File: src/design/lmte_pkg.sv
`default_nettype none
package lmte_pkg;

    localparam int TABLE_ENTRIES = 16;
    localparam int WORD_CHARS    = 16;
    localparam int PEND_DEPTH    = WORD_CHARS + 1;

    localparam int ENT_IDX_W = (TABLE_ENTRIES > 1) ? $clog2(TABLE_ENTRIES) : 1;
    localparam int ROW_W     = (WORD_CHARS > 1) ? $clog2(WORD_CHARS) : 1;
    localparam int LEN_W     = $clog2(WORD_CHARS + 1);
    localparam int PIDX_W    = $clog2(PEND_DEPTH);
    localparam int CNT_W     = $clog2(PEND_DEPTH + 1);

    localparam logic [1:0] FUNC_TEXT = 2'd0;
    localparam logic [1:0] FUNC_CHAR = 2'd1;
    localparam logic [1:0] FUNC_WORD = 2'd2;

    localparam logic [1:0] KIND_TEXT = 2'd0;
    localparam logic [1:0] KIND_CHAR = 2'd1;
    localparam logic [1:0] KIND_WORD = 2'd2;

    typedef struct packed {
        logic [1:0]  func;
        logic [3:0]  entry;
        logic [3:0]  position;
        logic [7:0]  char_value;
        logic [15:0] token_code;
        logic [4:0]  word_length;
        logic        end_of_text;
    } in_item_t;

    typedef struct packed {
        logic [15:0] token_value;
        logic        from_table;
        logic        run_last;
    } out_item_t;

    typedef struct packed {
        logic [1:0]           kind;
        logic [ENT_IDX_W-1:0] entry;
        logic [ROW_W-1:0]     position;
        logic [7:0]           char_value;
        logic [15:0]          token_code;
        logic [LEN_W-1:0]     word_length;
        logic                 end_of_text;
    } q_item_t;

endpackage
`default_nettype wire

File: src/design/longest_match_token_encoder_unit.sv
// Longest-match token encoder.
// Input channel (item_valid/item_stall/item): text bytes and table loads, one
// transaction per item. Loads fill a 16-entry word table; text bytes are
// tokenized by maximal munch, emitting the longest matching word's code or a
// single raw byte.
// Output channel (token_valid/token_stall/token): one transaction per token;
// run_last marks the final token caused by one text byte.
// A two-deep queue sits behind the input, so items are taken while the
// matcher is busy. Loads are applied when the idle matcher pops them. A text
// byte is matched by comparing the pending bytes one at a time; each emitted
// token drops its bytes one at a time in S_DROP, then the bytes left are
// rescanned. The table text lives in a RAM with one read port, read one
// character column per cycle; a byte is read in S_RD, compared in S_CMP.
// Reset clears the table lengths (all entries unused), the pending byte count
// and the queue. When the receiver stalls, the token stays held in the output
// register and the matcher waits before issuing the next one.
`default_nettype none
module longest_match_token_encoder_unit (
    input  wire logic                clk,
    input  wire logic                rst_n,
    input  wire logic                item_valid,
    output logic                     item_stall,
    input  wire lmte_pkg::in_item_t  item,
    output logic                     token_valid,
    input  wire logic                token_stall,
    output lmte_pkg::out_item_t      token
);
    import lmte_pkg::*;

    logic    q_valid;
    logic    q_pop;
    q_item_t q_item;

    lmte_front u_front (
        .clk        (clk),
        .rst_n      (rst_n),
        .item_valid (item_valid),
        .item_stall (item_stall),
        .item       (item),
        .q_valid    (q_valid),
        .q_item     (q_item),
        .q_pop      (q_pop)
    );

    lmte_back u_back (
        .clk         (clk),
        .rst_n       (rst_n),
        .q_valid     (q_valid),
        .q_item      (q_item),
        .q_pop       (q_pop),
        .token_valid (token_valid),
        .token_stall (token_stall),
        .token       (token)
    );

endmodule
`default_nettype wire

File: src/design/lmte_front.sv
`default_nettype none
module lmte_front (
    input  wire logic               clk,
    input  wire logic               rst_n,
    input  wire logic               item_valid,
    output logic                    item_stall,
    input  wire lmte_pkg::in_item_t item,
    output logic                    q_valid,
    output lmte_pkg::q_item_t       q_item,
    input  wire logic               q_pop
);
    import lmte_pkg::*;

    q_item_t    fifo_reg [2];
    logic       wr_ptr_reg, wr_ptr_next;
    logic       rd_ptr_reg, rd_ptr_next;
    logic [1:0] cnt_reg, cnt_next;
    logic       keep;
    logic       push;
    q_item_t    cls;

    always_comb
    begin
        cls             = '0;
        cls.entry       = ENT_IDX_W'(item.entry);
        cls.position    = ROW_W'(item.position);
        cls.char_value  = item.char_value;
        cls.token_code  = item.token_code;
        cls.word_length = (int'(item.word_length) > WORD_CHARS) ? LEN_W'(WORD_CHARS)
                                                                : LEN_W'(item.word_length);
        cls.end_of_text = item.end_of_text;
        keep            = 1'b0;
        case (item.func)
            FUNC_TEXT:
            begin
                cls.kind = KIND_TEXT;
                keep     = 1'b1;
            end
            FUNC_CHAR:
            begin
                cls.kind = KIND_CHAR;
                keep     = (int'(item.entry) < TABLE_ENTRIES) &&
                           (int'(item.position) < WORD_CHARS);
            end
            FUNC_WORD:
            begin
                cls.kind = KIND_WORD;
                keep     = int'(item.entry) < TABLE_ENTRIES;
            end
            default:
            begin
                cls.kind = KIND_TEXT;
                keep     = 1'b0;
            end
        endcase
    end

    assign item_stall = (cnt_reg == 2'd2);
    assign push       = item_valid && !item_stall && keep;
    assign q_valid    = (cnt_reg != 2'd0);
    assign q_item     = fifo_reg[rd_ptr_reg];

    always_comb
    begin
        wr_ptr_next = push ? !wr_ptr_reg : wr_ptr_reg;
        rd_ptr_next = q_pop ? !rd_ptr_reg : rd_ptr_reg;
        cnt_next    = cnt_reg + {1'b0, push} - {1'b0, q_pop};
    end

    always_ff @(posedge clk or negedge rst_n)
    begin
        if (!rst_n)
        begin
            wr_ptr_reg <= 1'b0;
            rd_ptr_reg <= 1'b0;
            cnt_reg    <= 2'd0;
        end
        else
        begin
            wr_ptr_reg <= wr_ptr_next;
            rd_ptr_reg <= rd_ptr_next;
            cnt_reg    <= cnt_next;
        end
    end

    always_ff @(posedge clk)
    begin
        if (push)
        begin
            fifo_reg[wr_ptr_reg] <= cls;
        end
    end

endmodule
`default_nettype wire

File: src/design/lmte_back.sv
`default_nettype none
module lmte_back (
    input  wire logic              clk,
    input  wire logic              rst_n,
    input  wire logic              q_valid,
    input  wire lmte_pkg::q_item_t q_item,
    output logic                   q_pop,
    output logic                   token_valid,
    input  wire logic              token_stall,
    output lmte_pkg::out_item_t    token
);
    import lmte_pkg::*;

    localparam logic [2:0] S_IDLE   = 3'd0;
    localparam logic [2:0] S_RD     = 3'd1;
    localparam logic [2:0] S_CMP    = 3'd2;
    localparam logic [2:0] S_DECIDE = 3'd3;
    localparam logic [2:0] S_DROP   = 3'd4;

    logic [TABLE_ENTRIES-1:0][7:0] text_mem [WORD_CHARS];
    logic [TABLE_ENTRIES-1:0][7:0] rd_row_reg;

    logic [15:0]      code_reg [TABLE_ENTRIES];
    logic [LEN_W-1:0] len_reg [TABLE_ENTRIES];
    logic [7:0]       pend_reg [PEND_DEPTH];

    logic [2:0]               state_reg, state_next;
    logic [CNT_W-1:0]         cnt_reg, cnt_next;
    logic [CNT_W-1:0]         c_reg, c_next;
    logic [CNT_W-1:0]         drop_reg, drop_next;
    logic [TABLE_ENTRIES-1:0] alive_reg, alive_next;
    logic                     rescan_reg, rescan_next;
    logic                     hit_reg, hit_next;
    logic                     eot_reg, eot_next;
    logic                     best_valid_reg, best_valid_next;
    logic [15:0]              best_code_reg, best_code_next;
    logic [LEN_W-1:0]         best_len_reg, best_len_next;
    logic                     hold_valid_reg, hold_valid_next;
    logic                     out_valid_reg, out_valid_next;
    out_item_t                hold_reg;
    out_item_t                out_reg;

    logic                     pend_wr;
    logic                     pend_shift;
    logic                     hold_load;
    logic                     out_push;
    logic                     out_last;
    logic                     out_free;
    logic                     done;
    logic [CNT_W-1:0]         n_val;
    logic                     last;
    logic [TABLE_ENTRIES-1:0] alive_new;
    logic [TABLE_ENTRIES-1:0] full;
    logic [ENT_IDX_W-1:0]     top_idx;
    logic [15:0]              emit_value;
    logic [CNT_W-1:0]         drop_amt;

    assign n_val    = c_reg + CNT_W'(1);
    assign last     = (n_val == cnt_reg);
    assign out_free = !out_valid_reg || !token_stall;
    assign done     = (cnt_reg == '0) || (hit_reg && !eot_reg);

    always_comb
    begin
        top_idx = '0;
        for (int i = 0; i < TABLE_ENTRIES; i++)
        begin
            alive_new[i] = alive_reg[i] && (rd_row_reg[i] == pend_reg[PIDX_W'(c_reg)]) &&
                           (int'(len_reg[i]) >= int'(n_val));
            full[i]      = alive_new[i] && (int'(len_reg[i]) == int'(n_val));
            if (full[i])
            begin
                top_idx = ENT_IDX_W'(i);
            end
        end
    end

    always_comb
    begin
        emit_value = best_valid_reg ? best_code_reg : {8'd0, pend_reg[0]};
        if (!best_valid_reg || best_len_reg == '0)
        begin
            drop_amt = CNT_W'(1);
        end
        else if (int'(best_len_reg) > int'(cnt_reg))
        begin
            drop_amt = cnt_reg;
        end
        else
        begin
            drop_amt = CNT_W'(best_len_reg);
        end
    end

    always_comb
    begin
        state_next      = state_reg;
        cnt_next        = cnt_reg;
        c_next          = c_reg;
        drop_next       = drop_reg;
        alive_next      = alive_reg;
        rescan_next     = rescan_reg;
        hit_next        = hit_reg;
        eot_next        = eot_reg;
        best_valid_next = best_valid_reg;
        best_code_next  = best_code_reg;
        best_len_next   = best_len_reg;
        hold_valid_next = hold_valid_reg;
        q_pop           = 1'b0;
        pend_wr         = 1'b0;
        pend_shift      = 1'b0;
        hold_load       = 1'b0;
        out_push        = 1'b0;
        out_last        = 1'b0;
        case (state_reg)
            S_IDLE:
            begin
                if (q_valid)
                begin
                    q_pop = 1'b1;
                    if (q_item.kind == KIND_TEXT)
                    begin
                        pend_wr     = 1'b1;
                        cnt_next    = cnt_reg + CNT_W'(1);
                        eot_next    = q_item.end_of_text;
                        rescan_next = 1'b0;
                        c_next      = '0;
                        for (int i = 0; i < TABLE_ENTRIES; i++)
                        begin
                            alive_next[i] = (len_reg[i] != '0) &&
                                            (int'(len_reg[i]) >= int'(cnt_reg) + 1);
                        end
                        state_next  = S_RD;
                    end
                end
            end
            S_RD:
            begin
                state_next = S_CMP;
            end
            S_CMP:
            begin
                alive_next = alive_new;
                if ((|full) && (rescan_reg || last))
                begin
                    best_valid_next = 1'b1;
                    best_code_next  = code_reg[top_idx];
                    best_len_next   = LEN_W'(n_val);
                end
                if (alive_new == '0)
                begin
                    hit_next   = 1'b0;
                    state_next = S_DECIDE;
                end
                else if (last)
                begin
                    hit_next   = 1'b1;
                    state_next = S_DECIDE;
                end
                else
                begin
                    c_next     = n_val;
                    state_next = S_RD;
                end
            end
            S_DECIDE:
            begin
                if (done)
                begin
                    if (!hold_valid_reg)
                    begin
                        state_next = S_IDLE;
                    end
                    else if (out_free)
                    begin
                        out_push        = 1'b1;
                        out_last        = 1'b1;
                        hold_valid_next = 1'b0;
                        state_next      = S_IDLE;
                    end
                end
                else if (!hold_valid_reg || out_free)
                begin
                    out_push        = hold_valid_reg;
                    hold_load       = 1'b1;
                    hold_valid_next = 1'b1;
                    best_valid_next = 1'b0;
                    best_code_next  = '0;
                    best_len_next   = '0;
                    drop_next       = drop_amt;
                    state_next      = S_DROP;
                end
            end
            S_DROP:
            begin
                pend_shift = 1'b1;
                cnt_next   = cnt_reg - CNT_W'(1);
                drop_next  = drop_reg - CNT_W'(1);
                if (drop_reg == CNT_W'(1))
                begin
                    c_next      = '0;
                    rescan_next = 1'b1;
                    for (int i = 0; i < TABLE_ENTRIES; i++)
                    begin
                        alive_next[i] = (len_reg[i] != '0);
                    end
                    state_next  = (cnt_reg == CNT_W'(1)) ? S_DECIDE : S_RD;
                end
            end
            default:
            begin
                state_next = S_IDLE;
            end
        endcase
    end

    always_comb
    begin
        if (out_push)
        begin
            out_valid_next = 1'b1;
        end
        else
        begin
            out_valid_next = out_valid_reg && token_stall;
        end
    end

    always_ff @(posedge clk or negedge rst_n)
    begin
        if (!rst_n)
        begin
            state_reg      <= S_IDLE;
            cnt_reg        <= '0;
            c_reg          <= '0;
            drop_reg       <= '0;
            alive_reg      <= '0;
            rescan_reg     <= 1'b0;
            hit_reg        <= 1'b0;
            eot_reg        <= 1'b0;
            best_valid_reg <= 1'b0;
            best_code_reg  <= '0;
            best_len_reg   <= '0;
            hold_valid_reg <= 1'b0;
            out_valid_reg  <= 1'b0;
            for (int i = 0; i < TABLE_ENTRIES; i++)
            begin
                len_reg[i] <= '0;
            end
        end
        else
        begin
            state_reg      <= state_next;
            cnt_reg        <= cnt_next;
            c_reg          <= c_next;
            drop_reg       <= drop_next;
            alive_reg      <= alive_next;
            rescan_reg     <= rescan_next;
            hit_reg        <= hit_next;
            eot_reg        <= eot_next;
            best_valid_reg <= best_valid_next;
            best_code_reg  <= best_code_next;
            best_len_reg   <= best_len_next;
            hold_valid_reg <= hold_valid_next;
            out_valid_reg  <= out_valid_next;
            if (q_pop && q_item.kind == KIND_WORD)
            begin
                len_reg[q_item.entry] <= q_item.word_length;
            end
        end
    end

    always_ff @(posedge clk)
    begin
        rd_row_reg <= text_mem[ROW_W'(c_reg)];
        if (q_pop && q_item.kind == KIND_CHAR)
        begin
            text_mem[q_item.position][q_item.entry] <= q_item.char_value;
        end
    end

    always_ff @(posedge clk)
    begin
        if (q_pop && q_item.kind == KIND_WORD)
        begin
            code_reg[q_item.entry] <= q_item.token_code;
        end
        if (pend_wr)
        begin
            pend_reg[PIDX_W'(cnt_reg)] <= q_item.char_value;
        end
        else if (pend_shift)
        begin
            for (int j = 0; j < PEND_DEPTH - 1; j++)
            begin
                pend_reg[j] <= pend_reg[j + 1];
            end
        end
        if (hold_load)
        begin
            hold_reg.token_value <= emit_value;
            hold_reg.from_table  <= best_valid_reg;
            hold_reg.run_last    <= 1'b0;
        end
        if (out_push)
        begin
            out_reg.token_value <= hold_reg.token_value;
            out_reg.from_table  <= hold_reg.from_table;
            out_reg.run_last    <= out_last;
        end
    end

    assign token_valid = out_valid_reg;
    assign token       = out_reg;

endmodule
`default_nettype wire

File: config.mk
export PLATFORM = sky130hd
export DESIGN_NAME = longest_match_token_encoder_unit
export DESIGN_NICKNAME = d
export VERILOG_FILES = /design/src/design/lmte_pkg.sv /design/src/design/longest_match_token_encoder_unit.sv /design/src/design/lmte_front.sv /design/src/design/lmte_back.sv
export SDC_FILE = /design/constraint.sdc
export NUM_CORES = 2
export LEC_CHECK = 0
export ABC_AREA = 1
export BUFFER_PORTS_ARGS = -buffer_cell sky130_fd_sc_hd__buf_2
export CAP_MARGIN = 20
export CORE_ASPECT_RATIO = 0.7
export CORE_MARGIN = 5
export CORE_UTILIZATION = 40
export DETAILED_ROUTE_END_ITERATION = 8
export HOLD_SLACK_MARGIN = 0.05
export PLACE_DENSITY = 0.63
export SLEW_MARGIN = 20
export SYNTH_ARGS = -nofsm -noshare
export SYNTH_HDL_FRONTEND = slang
export SYNTH_SLANG_ARGS = --single-unit
File: constraint.sdc
create_clock -name clk -period 8.4 [get_ports clk]
set_clock_uncertainty 0.1 [all_clocks]
set_input_delay 0.42 -clock clk [delete_from_list [all_inputs] [get_ports clk]]
set_output_delay 0.42 -clock clk [all_outputs]
set_load 0.01 [all_outputs]
==> results by stage <==
Routing:
- Summing over every cut layer, the via total after detailed routing is 83100.
- Dividing the detail-routed wire length by the instance count gives 24.7 µm.
- The pre-antenna-repair detailed-routing pass consisted of 6 iterations.
- The DRC violations left is 0.
- Once detail routing completed, the nets flagged for antenna violations numbered 0.
- The wire length reported by the detailed router is 352000 µm.
- The detailed-route vias per instance is 5.83.
- In this run, the number of DRC markers left after iteration 0 of detailed routing was 12400.

Worst setup path:
- The worst-path maximum fanout is 82.
- The worst setup path is captured at a register.
- The start-to-end type of the worst setup path is reg2reg.
- The critical path required time is 9.03 ns.
- The element type at the critical path start is a register.
- The data arrival time of the worst path is 7.86 ns.

STA:
- The post-layout minimum cycle time is 7.23 ns.
- Once routing completed, OpenROAD measured the worst setup slack at 1.17 ns.
- Dividing the final minimum period by the clock period gives 0.860.
- At the pin with the least slew margin, the transition time is 1.25 ns.
- The hold violation count in the final report is 0.
- Based on the critical path, the design can be clocked at up to 138 MHz.
- The final count of negative-setup-slack endpoints is 0.
- Setup repair after global routing left no endpoint under its margin.
- For the final routed database, the setup TNS stands at 0 ns.
- Measured against its own limit, the worst slew margin works out to 0.166.
- The final hold slack is 0.191 ns.
- The number of slew-limit violations in the final report was 0.

Global routing:
- The maximum number of pins on one net before global-route repair is 217.
- The via count of the first global-routing pass is 77300.
- The residual overflow from global routing is 0.
- The first global-routing pass estimated 516000 µm of wire.
- The overall fraction of global-route tracks in use is 0.215.
- The initial antenna violation count came to 29.

Synthesis:
- The cell area that synthesis handed to floorplanning was 121000 µm².
- The flip-flop cell with the highest count after synthesis is sky130_fd_sc_hd__edfxtp_1.
- The number of distinct library cells after synthesis is 56.
- Counting flops with a built-in enable in the synthesized netlist gives 2675.
- Counting every instance in the synthesized netlist gives 10200.
- After synthesis the netlist holds a flip-flop and latch count of 2948.
- The Yosys step of the flow raised 0 warnings.
- The async set-reset flop share out of synthesis is 0.0492.
- After synthesis, the mean cell area works out to 11.9 µm².
- The sequential share of the synthesized area is 0.713.
- The number of nets handed over by synthesis was 10400.

Power and ir drop:
- Dividing total power by cell area gives a power density of 334 nW/µm².
- VDD sags by at most 0.297 mV.
- The analysis attributes to cell leakage a power of 46.8 nW.
- The total power consumption of the routed design is 0.0450 W.

Layout:
- Of the cells placed in the final design, the portion with a size suffix greater than 1 is 0.0697.
- Counting the fill cells in the layout gives 27000.
- For this run, the post-layout net count is 10200.
- After routing the design area is 135000 µm².
- The area growth from synthesis to layout is 10.9%.
- The register with the most flip-flops in the layout has 2048 of them.

Run:
- The max-capacitance violation count is 0.

Clocking:
- The later pin in the worst-skew pair is clocked with a latency of 0.86 ns.
- The number of clock buffers added by TritonCTS is 276.
- The longest clock path from root to sink contains 4 buffers.
- Counting every sink on the clock net gives 2948.
- The tree is rooted in a sky130_fd_sc_hd__clkbuf_16.
- The H-tree was split into 5 levels.
- TritonCTS built the clock tree.
- After clock tree synthesis, the clock-pin slew on the worst setup and hold paths is 0.07 ns.

Floorplan:
- In this run the vertical extent of the chip is 471 µm.
- For this configuration, the core starts out at a cell density of 0.401.
- Pin placement for this block handled 64 I/O pins.
- The x dimension of the die is 669 µm.
- The core footprint is 303000 µm².
- The die covers 315000 µm².
- The count of standard-cell rows is 169.

Placement:
- After detailed placement, the total cell area comes to 125000 µm².
- The count of input and output buffers is 63.
- The pre-CTS worst setup slack is 1.24 ns.
- The routability congestion estimate is 0.898.
- The HPWL after detailed placement is 205000 µm.

Run status:
- The flow ran to the end, and the final reports show no timing, DRC or antenna violations.

Hold path:
- The path class of the tightest hold or removal check is in2reg.
metal layers:
metal  share of wire  wire (µm)  up-vias  global-route usage
met5        0.000040         14        -                   0
met4           0.027       9640        2              0.0571
met3            0.12      42600      592              0.0475
met2            0.42     147000     4775               0.302
met1            0.43     153000    41300               0.335
li1                -          -    36500                   -
metrics by stage:
step / utilization / std cells
final: 0.445 / 14300
after floorplan: - / 10200
after detailed placement: 0.414 / 13700
after CTS: 0.445 / 14300
after global placement: 0.414 / 13700
after global routing: 0.445 / 14300
critical path, stage by stage, from the launching register on:
cell and delay (ns):
sky130_fd_sc_hd__dfrtp_4 1.02, sky130_fd_sc_hd__buf_4 0.66, sky130_fd_sc_hd__or2_1 0.19, sky130_fd_sc_hd__nand3_1 0.07, sky130_fd_sc_hd__nand3_1 0.12, sky130_fd_sc_hd__nand3_1 0.17, sky130_fd_sc_hd__nand3_1 0.22, sky130_fd_sc_hd__nand2_2 0.46
sky130_fd_sc_hd__inv_1 0.39, sky130_fd_sc_hd__nor2_1 0.11, sky130_fd_sc_hd__nor3b_1 0.28, sky130_fd_sc_hd__nand2_1 0.09, sky130_fd_sc_hd__nor4_1 0.65, sky130_fd_sc_hd__nand3_1 0.39, sky130_fd_sc_hd__nand2_4 0.42, sky130_fd_sc_hd__nand2_4 0.57
sky130_fd_sc_hd__buf_4 0.48, sky130_fd_sc_hd__nand2_1 0.10, sky130_fd_sc_hd__nand3_1 0.08, sky130_fd_sc_hd__nand3_1 0.15, sky130_fd_sc_hd__nand3_1 0.10, sky130_fd_sc_hd__nand3_1 0.12, sky130_fd_sc_hd__nand2_1 0.07
repair_timing:
action,4_1_cts,5_1_grt
hold buffers,48,0
endpoints found under the setup margin,0,0
setup buffers,0,0
hold endpoints to repair,106,0
resized for setup,0,0
power by group:
group,switching (W),internal (W)
clock,0.00548,0.00706
sequential,0.000677,0.0187
combinational,0.00989,0.00312
total,0.0160,0.0289
worst paths after layout:
check	startpoint	end	slack (ns)	depth (start not counted)
max in group asynchronous	rst_n	u_back.alive_reg[11]$_DFFE_PN0P_	5.93	5
min in group asynchronous	rst_n	u_front.rd_ptr_reg$_DFFE_PN0P_	0.59	4
min	item[36]	u_front.fifo_reg[0][36]$_DFFE_PP_	0.19	2
min reg2reg	u_back.hold_reg[9]$_DFFE_PP_	u_back.token[9]$_DFFE_PP_	0.32	0
max	u_back.c_reg[0]$_DFFE_PN0P_	u_back.best_code_reg[2]$_DFFE_PN0P_	1.17	22
max reg2reg	u_back.c_reg[0]$_DFFE_PN0P_	u_back.best_code_reg[2]$_DFFE_PN0P_	1.17	22
area by class of cell:
type                            instances  area, µm²  share of cell area
Antenna cell                            6       15.0            0.000112
Tap cell                             4018       5030              0.0373
Timing Repair Buffer                  255       2020              0.0150
Clock buffer                          373       7710              0.0573
Clock inverter                        120       1130             0.00836
Inverter                              398       1530              0.0114
Sequential cell                      2948      86500               0.643
Multi-Input combinational cell       6150      30700               0.228
cells in the mapped netlist (24+ instances only):
cell	instances	area share
sky130_fd_sc_hd__edfxtp_1	2675	0.66
sky130_fd_sc_hd__nor2_1	1655	0.051
sky130_fd_sc_hd__o21ai_0	1505	0.062
sky130_fd_sc_hd__nand2_1	1015	0.031
sky130_fd_sc_hd__nand3_1	615	0.025
sky130_fd_sc_hd__o22ai_1	610	0.031
sky130_fd_sc_hd__clkbuf_1	538	0.017
sky130_fd_sc_hd__inv_1	388	0.012
sky130_fd_sc_hd__ha_1	174	0.018
sky130_fd_sc_hd__a21oi_1	163	0.0067
sky130_fd_sc_hd__dfrtp_1	145	0.030
sky130_fd_sc_hd__dfxtp_1	128	0.021
sky130_fd_sc_hd__a22oi_1	57	0.0035
sky130_fd_sc_hd__buf_2	51	0.0021
sky130_fd_sc_hd__nor3_1	44	0.0018
sky130_fd_sc_hd__o211ai_1	36	0.0022
sky130_fd_sc_hd__or2_2	36	0.0019
sky130_fd_sc_hd__a21boi_0	33	0.0020
sky130_fd_sc_hd__buf_4	32	0.0020
sky130_fd_sc_hd__buf_6	31	0.0029
sky130_fd_sc_hd__xnor2_1	26	0.0019
sky130_fd_sc_hd__nand4_1	24	0.0012
logic make-up after synthesis:
logic type | count (synthesis) | share of synthesized area
simple gates | 3447 | 0.116
xor+xnor | 48 | 0.00346
compound gates | 2475 | 0.113
buf+inv | 1064 | 0.0363
fa+ha+maj | 174 | 0.0179
flops | 2948 | 0.713
mux | 6 | 0.000495
layout by cell type (no fill, tap or decap), types with 62 or more instances in the layout:
| master | instances |
|---|---|
| sky130_fd_sc_hd__inv_1 | 382 |
| sky130_fd_sc_hd__clkbuf_16 | 287 |
| sky130_fd_sc_hd__dfxtp_1 | 128 |
| sky130_fd_sc_hd__nand2_1 | 990 |
| sky130_fd_sc_hd__dfrtp_1 | 140 |
| sky130_fd_sc_hd__ha_1 | 174 |
| sky130_fd_sc_hd__buf_2 | 62 |
| sky130_fd_sc_hd__o22ai_1 | 610 |
| sky130_fd_sc_hd__nor2_1 | 1651 |
| sky130_fd_sc_hd__edfxtp_1 | 2675 |
| sky130_fd_sc_hd__nand3_1 | 615 |
| sky130_fd_sc_hd__o21ai_0 | 1500 |
| sky130_fd_sc_hd__buf_4 | 133 |
| sky130_fd_sc_hd__clkbuf_1 | 65 |
| sky130_fd_sc_hd__a21oi_1 | 163 |
No activity file was read; power rests on OpenSTA's default activity.
